`config.mk`:
```
export PLATFORM = sky130hd
export DESIGN_NAME = queue_select_scheduler
export DESIGN_NICKNAME = d
export VERILOG_FILES = /design/src/sv/qss_pkg.sv /design/src/sv/queue_select_scheduler.sv
export SDC_FILE = /design/constraint.sdc
export NUM_CORES = 1
export LEC_CHECK = 0
export BUFFER_PORTS_ARGS = -buffer_cell sky130_fd_sc_hd__buf_2
export CORE_MARGIN = 5
export CORE_UTILIZATION = 48
export CTS_CLUSTER_DIAMETER = 80
export DETAILED_ROUTE_END_ITERATION = 8
export PLACE_DENSITY_LB_ADDON = 0.08
export SLEW_MARGIN = 20
export SYNTH_ARGS = -nofsm -noshare
export SYNTH_HDL_FRONTEND = slang
export SYNTH_SLANG_ARGS = --single-unit
```
`constraint.sdc`:
```
create_clock -name clk -period 6.6 [get_ports clk]
set_input_delay 0.33 -clock clk [delete_from_list [all_inputs] [get_ports clk]]
set_output_delay 0.33 -clock clk [all_outputs]
set_load 0.03 [all_outputs]
```
`src/sv/qss_pkg.sv`:
```
package qss_pkg;

  localparam int NumQueues = 8;
  localparam int TimeBits  = 32;
  // head wait never exceeds the 32-bit time fields
  localparam int WaitBits  = (TimeBits < 32) ? TimeBits : 32;

  localparam logic [2:0] ModeLongest    = 3'd0;
  localparam logic [2:0] ModeAvgWait    = 3'd1;
  localparam logic [2:0] ModeOldestHead = 3'd2;
  localparam logic [2:0] ModeRoundRobin = 3'd3;
  localparam logic [2:0] ModeStrict     = 3'd4;
  localparam logic [2:0] ModeShortest   = 3'd5;
  localparam logic [2:0] ModeAging      = 3'd6;

  localparam logic CfgPolicyMode     = 1'b0;
  localparam logic CfgAgingThreshold = 1'b1;

  typedef struct packed {
    logic [2:0]  queue_index;
    logic        queue_nonempty;
    logic [15:0] queue_length;
    logic [31:0] head_arrival;
    logic [31:0] average_wait;
    logic [31:0] now_time;
    logic        last_queue;
  } qss_in_t;

  typedef struct packed {
    logic       select_valid;
    logic [2:0] selected_queue;
  } qss_out_t;

endpackage

```
`src/sv/queue_select_scheduler.sv`:
```
// Queue selection scheduler.
// Input channel (in_valid/in_stall/in_item): one item per queue status, a
// scan of items closed by an item with last_queue set. Output channel
// (out_valid/out_stall/out_item): one result per scan, the chosen queue or
// select_valid = 0 when every queue was empty.
// Config port (cfg_we/cfg_index/cfg_data): index 0 policy_mode, index 1
// aging_threshold; write only while no scan is in flight.
// Throughput: one item per cycle while the input register is not stalled. Each
// accepted item is held in the input register, then the compare-select
// registers absorb it; the result of a scan is registered in the output
// register as its last item leaves the input register.
// When the receiver stalls, the result holds; non-final items keep flowing,
// and only a final item waits in the input register until the result
// register frees up.
// Reset (rst, synchronous) clears the valid flags, config and scan state, sets the
// round robin pointer so the first round robin scan starts at queue 0.
module queue_select_scheduler (
  input  logic              clk,
  input  logic              rst,
  input  logic              in_valid,
  output logic              in_stall,
  input  qss_pkg::qss_in_t  in_item,
  output logic              out_valid,
  input  logic              out_stall,
  output qss_pkg::qss_out_t out_item,
  input  logic              cfg_we,
  input  logic              cfg_index,
  input  logic [31:0]       cfg_data
);

  logic [2:0]  policy_mode;
  logic [31:0] aging_threshold;

  qss_pkg::qss_in_t in_q;
  logic             in_q_valid;
  logic             advance;

  logic [2:0]  best_index,       best_index_next;
  logic [31:0] best_metric,      best_metric_next;
  logic        best_found,       best_found_next;
  logic [2:0]  aged_index,       aged_index_next;
  logic [31:0] aged_wait,        aged_wait_next;
  logic        aged_found,       aged_found_next;
  logic [2:0]  wrap_after_index, wrap_after_index_next;
  logic        wrap_after_found, wrap_after_found_next;
  logic [2:0]  last_served,      last_served_next;

  qss_pkg::qss_out_t res_next;

  logic [qss_pkg::WaitBits-1:0] now_t, arr_t;
  logic [31:0] wait_ticks, key;
  logic        item_ok, take;

  assign advance  = in_q_valid && !(in_q.last_queue && out_valid && out_stall);
  assign in_stall = in_q_valid && !advance;

  always_ff @(posedge clk) begin
    if (rst) begin
      policy_mode     <= 3'd0;
      aging_threshold <= 32'd0;
    end else if (cfg_we) begin
      unique case (cfg_index)
        qss_pkg::CfgPolicyMode:     policy_mode     <= cfg_data[2:0];
        qss_pkg::CfgAgingThreshold: aging_threshold <= cfg_data;
      endcase
    end
  end

  always_ff @(posedge clk) begin
    if (rst) begin
      in_q_valid <= 1'b0;
    end else if (in_valid && !in_stall) begin
      in_q_valid <= 1'b1;
    end else if (advance) begin
      in_q_valid <= 1'b0;
    end
  end

  always_ff @(posedge clk) begin
    if (in_valid && !in_stall) begin
      in_q <= in_item;
    end
  end

  always_comb begin
    now_t      = in_q.now_time[qss_pkg::WaitBits-1:0];
    arr_t      = in_q.head_arrival[qss_pkg::WaitBits-1:0];
    wait_ticks = (now_t >= arr_t) ? 32'(now_t - arr_t) : 32'd0;
    item_ok    = in_q.queue_nonempty &&
                 (32'(in_q.queue_index) < 32'(qss_pkg::NumQueues));

    unique case (policy_mode)
      qss_pkg::ModeAvgWait:    key = in_q.average_wait;
      qss_pkg::ModeOldestHead: key = wait_ticks;
      qss_pkg::ModeRoundRobin: key = 32'd0;
      qss_pkg::ModeStrict:     key = 32'd0;
      default:                 key = 32'(in_q.queue_length);
    endcase

    priority if (!best_found)              take = 1'b1;
    else if (key == best_metric)           take = in_q.queue_index < best_index;
    else if (policy_mode == qss_pkg::ModeShortest) take = key < best_metric;
    else                                   take = key > best_metric;

    best_index_next       = best_index;
    best_metric_next      = best_metric;
    best_found_next       = best_found;
    aged_index_next       = aged_index;
    aged_wait_next        = aged_wait;
    aged_found_next       = aged_found;
    wrap_after_index_next = wrap_after_index;
    wrap_after_found_next = wrap_after_found;
    last_served_next      = last_served;

    if (item_ok) begin
      if (take) begin
        best_found_next  = 1'b1;
        best_metric_next = key;
        best_index_next  = in_q.queue_index;
      end
      if (wait_ticks >= aging_threshold &&
          (!aged_found || wait_ticks > aged_wait ||
           (wait_ticks == aged_wait && in_q.queue_index < aged_index))) begin
        aged_found_next = 1'b1;
        aged_wait_next  = wait_ticks;
        aged_index_next = in_q.queue_index;
      end
      if (in_q.queue_index > last_served &&
          (!wrap_after_found || in_q.queue_index < wrap_after_index)) begin
        wrap_after_found_next = 1'b1;
        wrap_after_index_next = in_q.queue_index;
      end
    end

    // selection looks at the state including this item
    res_next.select_valid   = 1'b0;
    res_next.selected_queue = 3'd0;
    priority if (policy_mode == qss_pkg::ModeAging && aged_found_next) begin
      res_next.select_valid   = 1'b1;
      res_next.selected_queue = aged_index_next;
    end else if (policy_mode == qss_pkg::ModeRoundRobin) begin
      if (wrap_after_found_next) begin
        res_next.select_valid   = 1'b1;
        res_next.selected_queue = wrap_after_index_next;
      end else if (best_found_next) begin
        res_next.select_valid   = 1'b1;
        res_next.selected_queue = best_index_next;
      end
    end else begin
      res_next.select_valid   = best_found_next;
      res_next.selected_queue = best_found_next ? best_index_next : 3'd0;
    end

    if (in_q.last_queue) begin
      if (policy_mode == qss_pkg::ModeRoundRobin && res_next.select_valid) begin
        last_served_next = res_next.selected_queue;
      end
      best_index_next       = 3'd0;
      best_metric_next      = 32'd0;
      best_found_next       = 1'b0;
      aged_index_next       = 3'd0;
      aged_wait_next        = 32'd0;
      aged_found_next       = 1'b0;
      wrap_after_index_next = 3'd0;
      wrap_after_found_next = 1'b0;
    end
  end

  always_ff @(posedge clk) begin
    if (rst) begin
      best_index       <= 3'd0;
      best_metric      <= 32'd0;
      best_found       <= 1'b0;
      aged_index       <= 3'd0;
      aged_wait        <= 32'd0;
      aged_found       <= 1'b0;
      wrap_after_index <= 3'd0;
      wrap_after_found <= 1'b0;
      last_served      <= 3'(qss_pkg::NumQueues - 1);
    end else if (advance) begin
      best_index       <= best_index_next;
      best_metric      <= best_metric_next;
      best_found       <= best_found_next;
      aged_index       <= aged_index_next;
      aged_wait        <= aged_wait_next;
      aged_found       <= aged_found_next;
      wrap_after_index <= wrap_after_index_next;
      wrap_after_found <= wrap_after_found_next;
      last_served      <= last_served_next;
    end
  end

  always_ff @(posedge clk) begin
    if (rst) begin
      out_valid <= 1'b0;
    end else if (advance && in_q.last_queue) begin
      out_valid <= 1'b1;
    end else if (!out_stall) begin
      out_valid <= 1'b0;
    end
  end

  always_ff @(posedge clk) begin
    if (advance && in_q.last_queue) begin
      out_item <= res_next;
    end
  end

`ifndef ASSERT_OFF
  a_no_sel_zero: assert property (@(posedge clk) disable iff (rst)
    out_valid && !out_item.select_valid |-> out_item.selected_queue == 3'd0)
    else $error("selected_queue nonzero without a selection");

  a_scan_cleared: assert property (@(posedge clk) disable iff (rst)
    advance && in_q.last_queue |=> !best_found && !aged_found && !wrap_after_found)
    else $error("scan state not cleared after final item");

  a_rr_pointer: assert property (@(posedge clk) disable iff (rst)
    advance && in_q.last_queue && policy_mode == qss_pkg::ModeRoundRobin &&
    res_next.select_valid |=> last_served == out_item.selected_queue)
    else $error("round robin pointer does not follow served queue");
`endif

endmodule
```
Word level (Yosys, flattened, before mapping)
Cells that the tools add are included.
- word-level logic and storage cells: 109
- bits of input ports: 155
- output and inout port bits: 6
- flip-flop bits (word level): 237
- bitwise gates (word level): 1
- reduce and logical (&&, ||, !) cells: 29
- muxes and demuxes: 38
- eq/ne operators: 9
- order comparisons: 9
- add/subtract/negate cells: 1
- operators with widths (cell ; number):
    $mux 32 ; 7
    $pmux 32 s3 ; 1
    $eq 32x32->1 ; 2
    $ge 32x32->1 ; 2
    $gt 32x32->1 ; 2
    $lt 32x32->1 ; 1
    $sub 32x32->32 ; 1
    $mux 3 ; 10
    $mux 1 ; 16
    $mux 4 ; 4
    $logic_and 1x1->1 ; 11
    $eq 3x3->1 const B ; 3
    $lt 3x3->1 ; 3
    $reduce_and 3->1 ; 3
    $reduce_bool 2->1 ; 4
    $eq 3x2->1 const B ; 2
    $logic_not 1->1 ; 5
    $reduce_and 2->1 ; 2
    $eq 3x1->1 const B ; 1
    $gt 3x3->1 ; 1
    $logic_or 1x1->1 ; 3
    $ne 2x1->1 const B ; 1
    $reduce_or 2->1 ; 1
    $not 1->1 ; 1

Longest topological paths before layout
Gate-level depths: netlist of the first run.
- depth after elaboration: 15
- gate-level depth with buffers: 25
- depth with buffers taken out: 23

Worst setup path before layout of the first run
Ideal clock, no wire load.
- path type: register to register
- from: reg in_q[0] in the netlist's numbering
- to: reg in_q (netlist bit arr_t[0]) (enable)
- data arrival time: 5752 ps
- slack: 253 ps
- path buffers: 1
- stages on the path, launching flop included: 5
- cells stage by stage: edfxtp_1 clkbuf_1 nand4_1 inv_1 nor2_1
- longest elaborated chain between the ends: 8
- ends and longest elaborated chain (element ; line ; RTL):
    start: declaration ; queue_select_scheduler.sv:34 ; qss_pkg::qss_in_t in_q;
    start signal: assignment ; queue_select_scheduler.sv:81 ; in_q <= in_item;
    $logic_and 1x1->1 (2 in series) ; queue_select_scheduler.sv:54 ; assign advance = in_q_valid && !(in_q.last_queue && out_valid && out_stall);
    $logic_not 1->1 ; queue_select_scheduler.sv:54 ;
    $logic_and 1x1->1 ; queue_select_scheduler.sv:54 ;
    $logic_not 1->1 ; queue_select_scheduler.sv:55 ; assign in_stall = in_q_valid && !advance;
    $logic_and 1x1->1 ; queue_select_scheduler.sv:55 ;
    net in_stall ; queue_select_scheduler.sv:21 ; output logic in_stall,
    $logic_not 1->1 ; queue_select_scheduler.sv:80 ; if (in_valid && !in_stall) begin
    $logic_and 1x1->1 ; queue_select_scheduler.sv:80 ;
The timed path passes the listed nets, and every way through them passes these cells.
A chain may end at the register's enable or synchronous reset.

==> impl_metrics.tcl, run 1 <==
set metrics [dict create \
    total_power_w 0.004055 \
    route.vias.total 10850 \
    clock-root-buffer "clkbuf_16" \
    firstDrtPassIters 5 \
    rsz0062_at_grt "false" \
    cts_tree "done" \
    synth_cell_types 73 \
    reg2reg_from "now_t[0]" \
    hold_start "cfg_data[3]" \
    grt_pass1_vias 10670 \
    synthesis.nets 1628 \
    post_cts_buffers 0 \
    core_um2 26800 \
    netlist.area_leader.share_pct 27.99 \
    powerDensity_nw_per_um2 249.7 \
    finish.net_count 1905 \
    cp.arrival_ns 6.17 \
    dieArea_um2 30440 \
    clock_path_buffers 3 \
    cp_max_fo 32 \
    setup_violations 0 \
    fillers 2303 \
    endpoint_kind "register" \
    cts_hold_buffers 117 \
    drt-wirelength-per-cell_um 17.95 \
    synth-edff-count 121 \
    pin_count 161 \
    dr.first_iter.drc_count 859 \
    max_freq_mhz 169.4 \
    stdcell_count 1974 \
    finalHoldViolCount 0 \
    cp_cell_sequence "inv_1 -> ha_1 -> inv_1 -> fa_1 -> a21o_1 -> a221oi_4 -> a21oi_2 -> or4b_4 -> nand2_4 -> nor2_2 -> a222oi_1 -> inv_1 -> ha_1 -> nor2b_1 -> o211ai_1 -> a21oi_1 -> o311a_1 -> o31a_1 -> o21ai_1 -> a21oi_1 -> o21ai_0 -> a22oi_1" \
    reg2regPathDepth 22 \
    hp-class "input port to register" \
    hold_path_end "aging_threshold[3]" \
    antenna_cells 0 \
    ys.flop_type "edfxtp_1" \
    ys_async_sr_fraction_pct 0 \
    clock_skew_ns 0.01305 \
    postSynthCellCount 1335 \
    drt-total-wl_um 35430 \
    yosysMostFrequentCell "inv_1" \
    synthToLayoutAreaGrowth_pct 25.07 \
    synth_area_um2 12980 \
    die_h_um 174.5 \
    yosys_warnings 0 \
    tightest_slew_ns 1.069 \
    antenna_left 0 \
    grt_pass1_wl_um 57160 \
    viasPerCell 5.496 \
    fp-row-count 60 \
    final_util_pct 60.58 \
    gp_congestion 0.8731 \
    whs_path_depth 3 \
    min_period_ns 5.903 \
    dp_cells 1807 \
    gr-usage-all-layers_pct 23.08 \
    start_kind "register" \
    max_stage_delay_ns 0.58 \
    slew_headroom_pct 28.59 \
    overflow 0 \
    htree_levels 1 \
    final_layout_size_suffix_gt1_share_pct 14.82 \
    dieWidth_um 174.5 \
    crit_slowest_cell "or4b_4" \
    insertion_delay_ns 0.54 \
    rrSetupSlack_ns 0.70 \
    dp_hpwl_um 25540 \
    numPortBuffers 160 \
    cts.repair.resized 0 \
    worstPathRequired_ns 6.87 \
    drc_errors 0 \
    clock_sinks 237 \
    cap_violations 0 \
    tns_ns 0 \
    maxSlewViolCount 0 \
    grt_max_degree 75 \
    synth_area_leaders "edfxtp_1 28%, dfxtp_1 18%, ha_1 13%" \
    path_class "register to register" \
    synth_commonest_cells "156 x inv_1, 138 x nand2_1, 137 x ha_1, 121 x edfxtp_1, 116 x dfxtp_1" \
    yosys.area.top_type "edfxtp_1" \
    r2r_end "out_item[1]" \
    vdd_drop_max_v 0.0002126 \
    yosysSeqAreaShare_pct 45.88 \
    synth-seq-cells 237 \
    p_leak_nw 6.696 \
    numCtsBuffers 27 \
    clk_pin_slew_ns 0.06 \
    antenna_found_initial 1 \
    outcome "completed" \
    min_period_over_period_pct 89.44 \
    syn_avg_cell_area_um2 9.725 \
    start_util_pct 48.44 \
    crit_top_cell "inv_1" \
]
## worst max path at each step
stage / cells past startpoint / to / slack [ns] / start
after floorplan: 4 / arr_t[0] / 0.25 / in_q[0]
after global placement: 19 / best_metric[22] / 0.88 / now_t[26]
after detailed placement: 19 / out_item[1] / 0.76 / now_t[26]
after CTS: 19 / best_metric[18] / 0.73 / now_t[26]
after global routing: 19 / out_item[1] / 0.08 / now_t[26]
final: 22 / out_item[1] / 0.70 / now_t[0]
## layer usage
layer  share of wire [%]  vias up  GRT usage (%)
met4                 2.5        0          5.279
met3                 5.2       52          3.175
li1                    -     5363              -
met1                  47     5109          32.74
met5                   0        -              0
met2                  46      325          37.72
## final cells by class
class	count	area [um2]	area share [%]
Tap cell	341	426.7	2.628
Sequential cell	237	5956	36.68
Multi-Input combinational cell	894	6251	38.50
Clock inverter	13	170.2	1.048
Clock buffer	37	733.2	4.516
Timing Repair Buffer	296	2115	13.02
Inverter	156	585.6	3.606
## report_power, final
part	total (W)	switching, W	internal (W)	leakage, nW
Combinational	0.000881	0.000516	0.000365	4.13
Clock	0.00153	0.000600	0.000932	0.443
Sequential	0.00164	0.0000288	0.00161	2.12
## state kept, by name, indices dropped and copies added, names as in the netlist
name / count
wrap_after_found: 1
in_q: 52
best_index: 3
aged_found: 1
aging_threshold: 32
best_found: 1
item_ok: 1
aged_index: 3
out_valid: 1
wrap_after_index: 3
out_item: 4
aged_wait: 32
policy_mode: 3
arr_t: 32
now_t: 32
best_metric: 32
last_served: 3
in_q_valid: 1
## worst max-delay path: cells and delay by family (launching register included)
kind                     cells  cell delay [ns]
AO/OA/AOI/OAI               12             2.92
adder cells (fa/ha/maj)      3             0.85
buffers and inverters        3             0.22
flip-flops                   1             0.37
AND/OR/NAND/NOR              4             1.27
## layout by cell type (no fill, tap or decap), types with 19 or more instances in the layout
cell,synthesis,layout
buf_2,14,160
nand3_1,21,21
nor2_1,71,70
nand2_1,138,138
nand4_1,25,25
buf_4,2,19
dfxtp_1,116,116
a21oi_1,110,109
inv_1,156,156
o21ai_0,65,65
a22o_1,56,56
edfxtp_1,121,121
nor2b_1,29,28
dlygate4sd3_1,0,117
clkbuf_16,0,27
ha_1,137,137
## logic make-up (layout without fill, tap and decap cells)
| logic type | after synthesis | count (layout) | synth area share, % |
|---|---|---|---|
| AOI/OAI and AO/OA | 368 | 368 | 19.26 |
| xor gates and xnor gates | 30 | 30 | 2.024 |
| adders and majority gates | 138 | 138 | 13.36 |
| buffers and inverters | 204 | 502 | 6.149 |
| DFF | 237 | 237 | 45.88 |
| muxes | 5 | 5 | 0.3855 |
| and+or+nand+nor | 353 | 353 | 12.95 |
## stage by stage
step	hold slack, ns	setup slack [ns]	instance area (um2)
2_1_floorplan	0.4250	0.2529	12980
3_3_place_gp	0.4373	0.8814	14160
3_5_place_dp	0.4461	0.7565	14160
4_1_cts	0.003097	0.7326	16240
5_1_grt	0.01507	0.07649	16240
6_report	0.02365	0.6969	16240
Note: power is estimated with default switching activity, not from simulation.
==> run 2, diff against run 1 <==
==> constraint.sdc (replaced) <==
create_clock -name clk -period 5.7 [get_ports clk]
set_input_delay 0.285 -clock clk [delete_from_list [all_inputs] [get_ports clk]]
set_output_delay 0.285 -clock clk [all_outputs]
set_load 0.005 [all_outputs]
==> impl_metrics.tcl, run 2 (synthesis gave the netlist of run 1 again) <==
set metrics [dict create \
    outcome "completed" \
    tns_ns 0 \
    cp.arrival_ns 5.90 \
    pin_count 161 \
    final_layout_size_suffix_gt1_share_pct 15.81 \
    numPortBuffers 160 \
    start_util_pct 48.44 \
    antenna_found_initial 0 \
    die_h_um 174.5 \
    cts_tree "done" \
    slew_headroom_pct 51.52 \
    clock-root-buffer "clkbuf_16" \
    dp_cells 1823 \
    antenna_left 0 \
    overflow 0 \
    firstDrtPassIters 6 \
    grt_pass1_vias 10630 \
    max_flop_register "in_q" \
    min_period_over_period_pct 96.01 \
    fillers 2214 \
    numCtsBuffers 27 \
    synthToLayoutAreaGrowth_pct 28.30 \
    final_cell_mix "160 x buf_2, 156 x inv_1, 140 x dlygate4sd3_1, 137 x nand2_1, 137 x ha_1" \
    grt_pass1_wl_um 56030 \
    start_kind "register" \
    insertion_delay_ns 0.54 \
    hp-class "input port to register" \
    path_class "register to register" \
    grt_max_degree 118 \
    route.vias.total 10760 \
    worstPathRequired_ns 6.12 \
    stdcell_area_um2 16660 \
    gp_congestion 0.8661 \
    drt-total-wl_um 35480 \
    clock_sinks 237 \
    tightest_slew_ns 0.7272 \
    dieWidth_um 174.5 \
    fp-row-count 60 \
    drc_errors 0 \
    crit_slowest_cell "fa_1" \
    max_stage_delay_ns 0.39 \
    clock_skew_ns 0.02136 \
    cp_max_fo 7 \
    min_period_ns 5.473 \
    drt-wirelength-per-cell_um 17.59 \
    finish.net_count 1948 \
    maxSlewViolCount 0 \
    finalHoldViolCount 0 \
    post_dp_cell_area_um2 14300 \
    final_common_cell "buf_2" \
    vdd_drop_max_v 0.0003200 \
    dr.first_iter.drc_count 801 \
    htree_levels 1 \
    powerDensity_nw_per_um2 281.0 \
    gr-usage-all-layers_pct 22.74 \
    p_leak_nw 6.888 \
    clk_pin_slew_ns 0.06 \
    cap_violations 0 \
    dp_hpwl_um 25300 \
    max_freq_mhz 182.7 \
    stdcell_count 2017 \
    clock_path_buffers 3 \
    dieArea_um2 30440 \
    endpoint_kind "register" \
    largest_reg_flops 52 \
    core_um2 26800 \
    viasPerCell 5.332 \
    setup_violations 0 \
    antenna_cells 0 \
]
==> run 2: cell types whose count changed in the layout (fill, tap and decap cells not counted), moves of 3 or more <==
cell	before	now
buf_12	0	3
buf_6	0	3
buf_4	19	33
dlygate4sd3_1	117	140
==> run 2: where the power goes <==
part	switching (W)	total [W]	leakage [nW]	internal, W
Combinational	0.000600	0.00106	4.34	0.000462
Clock	0.000697	0.00172	0.423	0.00102
Sequential	0.0000332	0.00190	2.12	0.00187
Total	0.00133	0.00468	6.89	0.00335
==> run 2: worst paths after layout <==
check | from | to | slack, ns | cells after the start
worst min register to register | aging_threshold[7] | aging_threshold[7] | 0.46 | 2
worst max-delay path | now_t[0] | best_metric[26] | 0.23 | 25
worst max register to register | now_t[0] | best_metric[26] | 0.23 | 25
worst min-delay path | cfg_data[17] | aging_threshold[17] | 0.02 | 3
==> run 2: repair_timing <==
item / 4_1_cts / 5_1_grt
hold buffers: 140 / 0
buffers inserted: 0 / 4
endpoints found under the setup margin: 0 / 72
endpoints found under the hold margin: 140 / 0
gates resized for setup: 0 / 8
==> run 2: metrics by stage <==
stage	hold WS, ns	total power, W	setup WS (ns)	util, %
detailed placement	0.4443	0.002900	0.1272	53.35
global route	0.004922	0.004894	-0.01429	62.15
finish	0.01722	0.004680	0.2272	62.15
CTS	0.0009114	0.004688	0.1053	61.83
global placement	0.4342	0.002887	0.2675	53.35
floorplan	0.3839	0.002551	0.6470	-
==> run 2: area by class of cell <==
cell class              count  area, um2  share of cell area (%)
repair buffers            339       2544                   15.27
multi-input cells         894       6274                   37.67
inverters                 156      585.6                   3.516
clock inverters            14      151.4                  0.9090
flip-flops and latches    237       5956                   35.76
well taps                 341      426.7                   2.562
clock buffers              36      719.4                   4.319
==> run 2: layer usage <==
layer  vias to the layer above  part of all wire, %  wire length, um  track usage [%]
met2                       291                   46            16320            37.59
met5                         -                    0                0                0
met4                         0                  2.5              876            5.411
met3                        50                  5.0             1775            2.849
li1                       5446                    -                -                -
met1                      4968                   47            16510            31.97
==> run 2: worst max-delay path: cells and delay by family, from the launching register on <==
family / cells / cell delay (ns)
AOI/OAI and AO/OA: 12 / 2.78
and+or+nand+nor: 5 / 0.62
xor gates and xnor gates: 1 / 0.30
buffers and inverters: 4 / 0.45
adders and majority gates: 3 / 0.85
DFF: 1 / 0.36
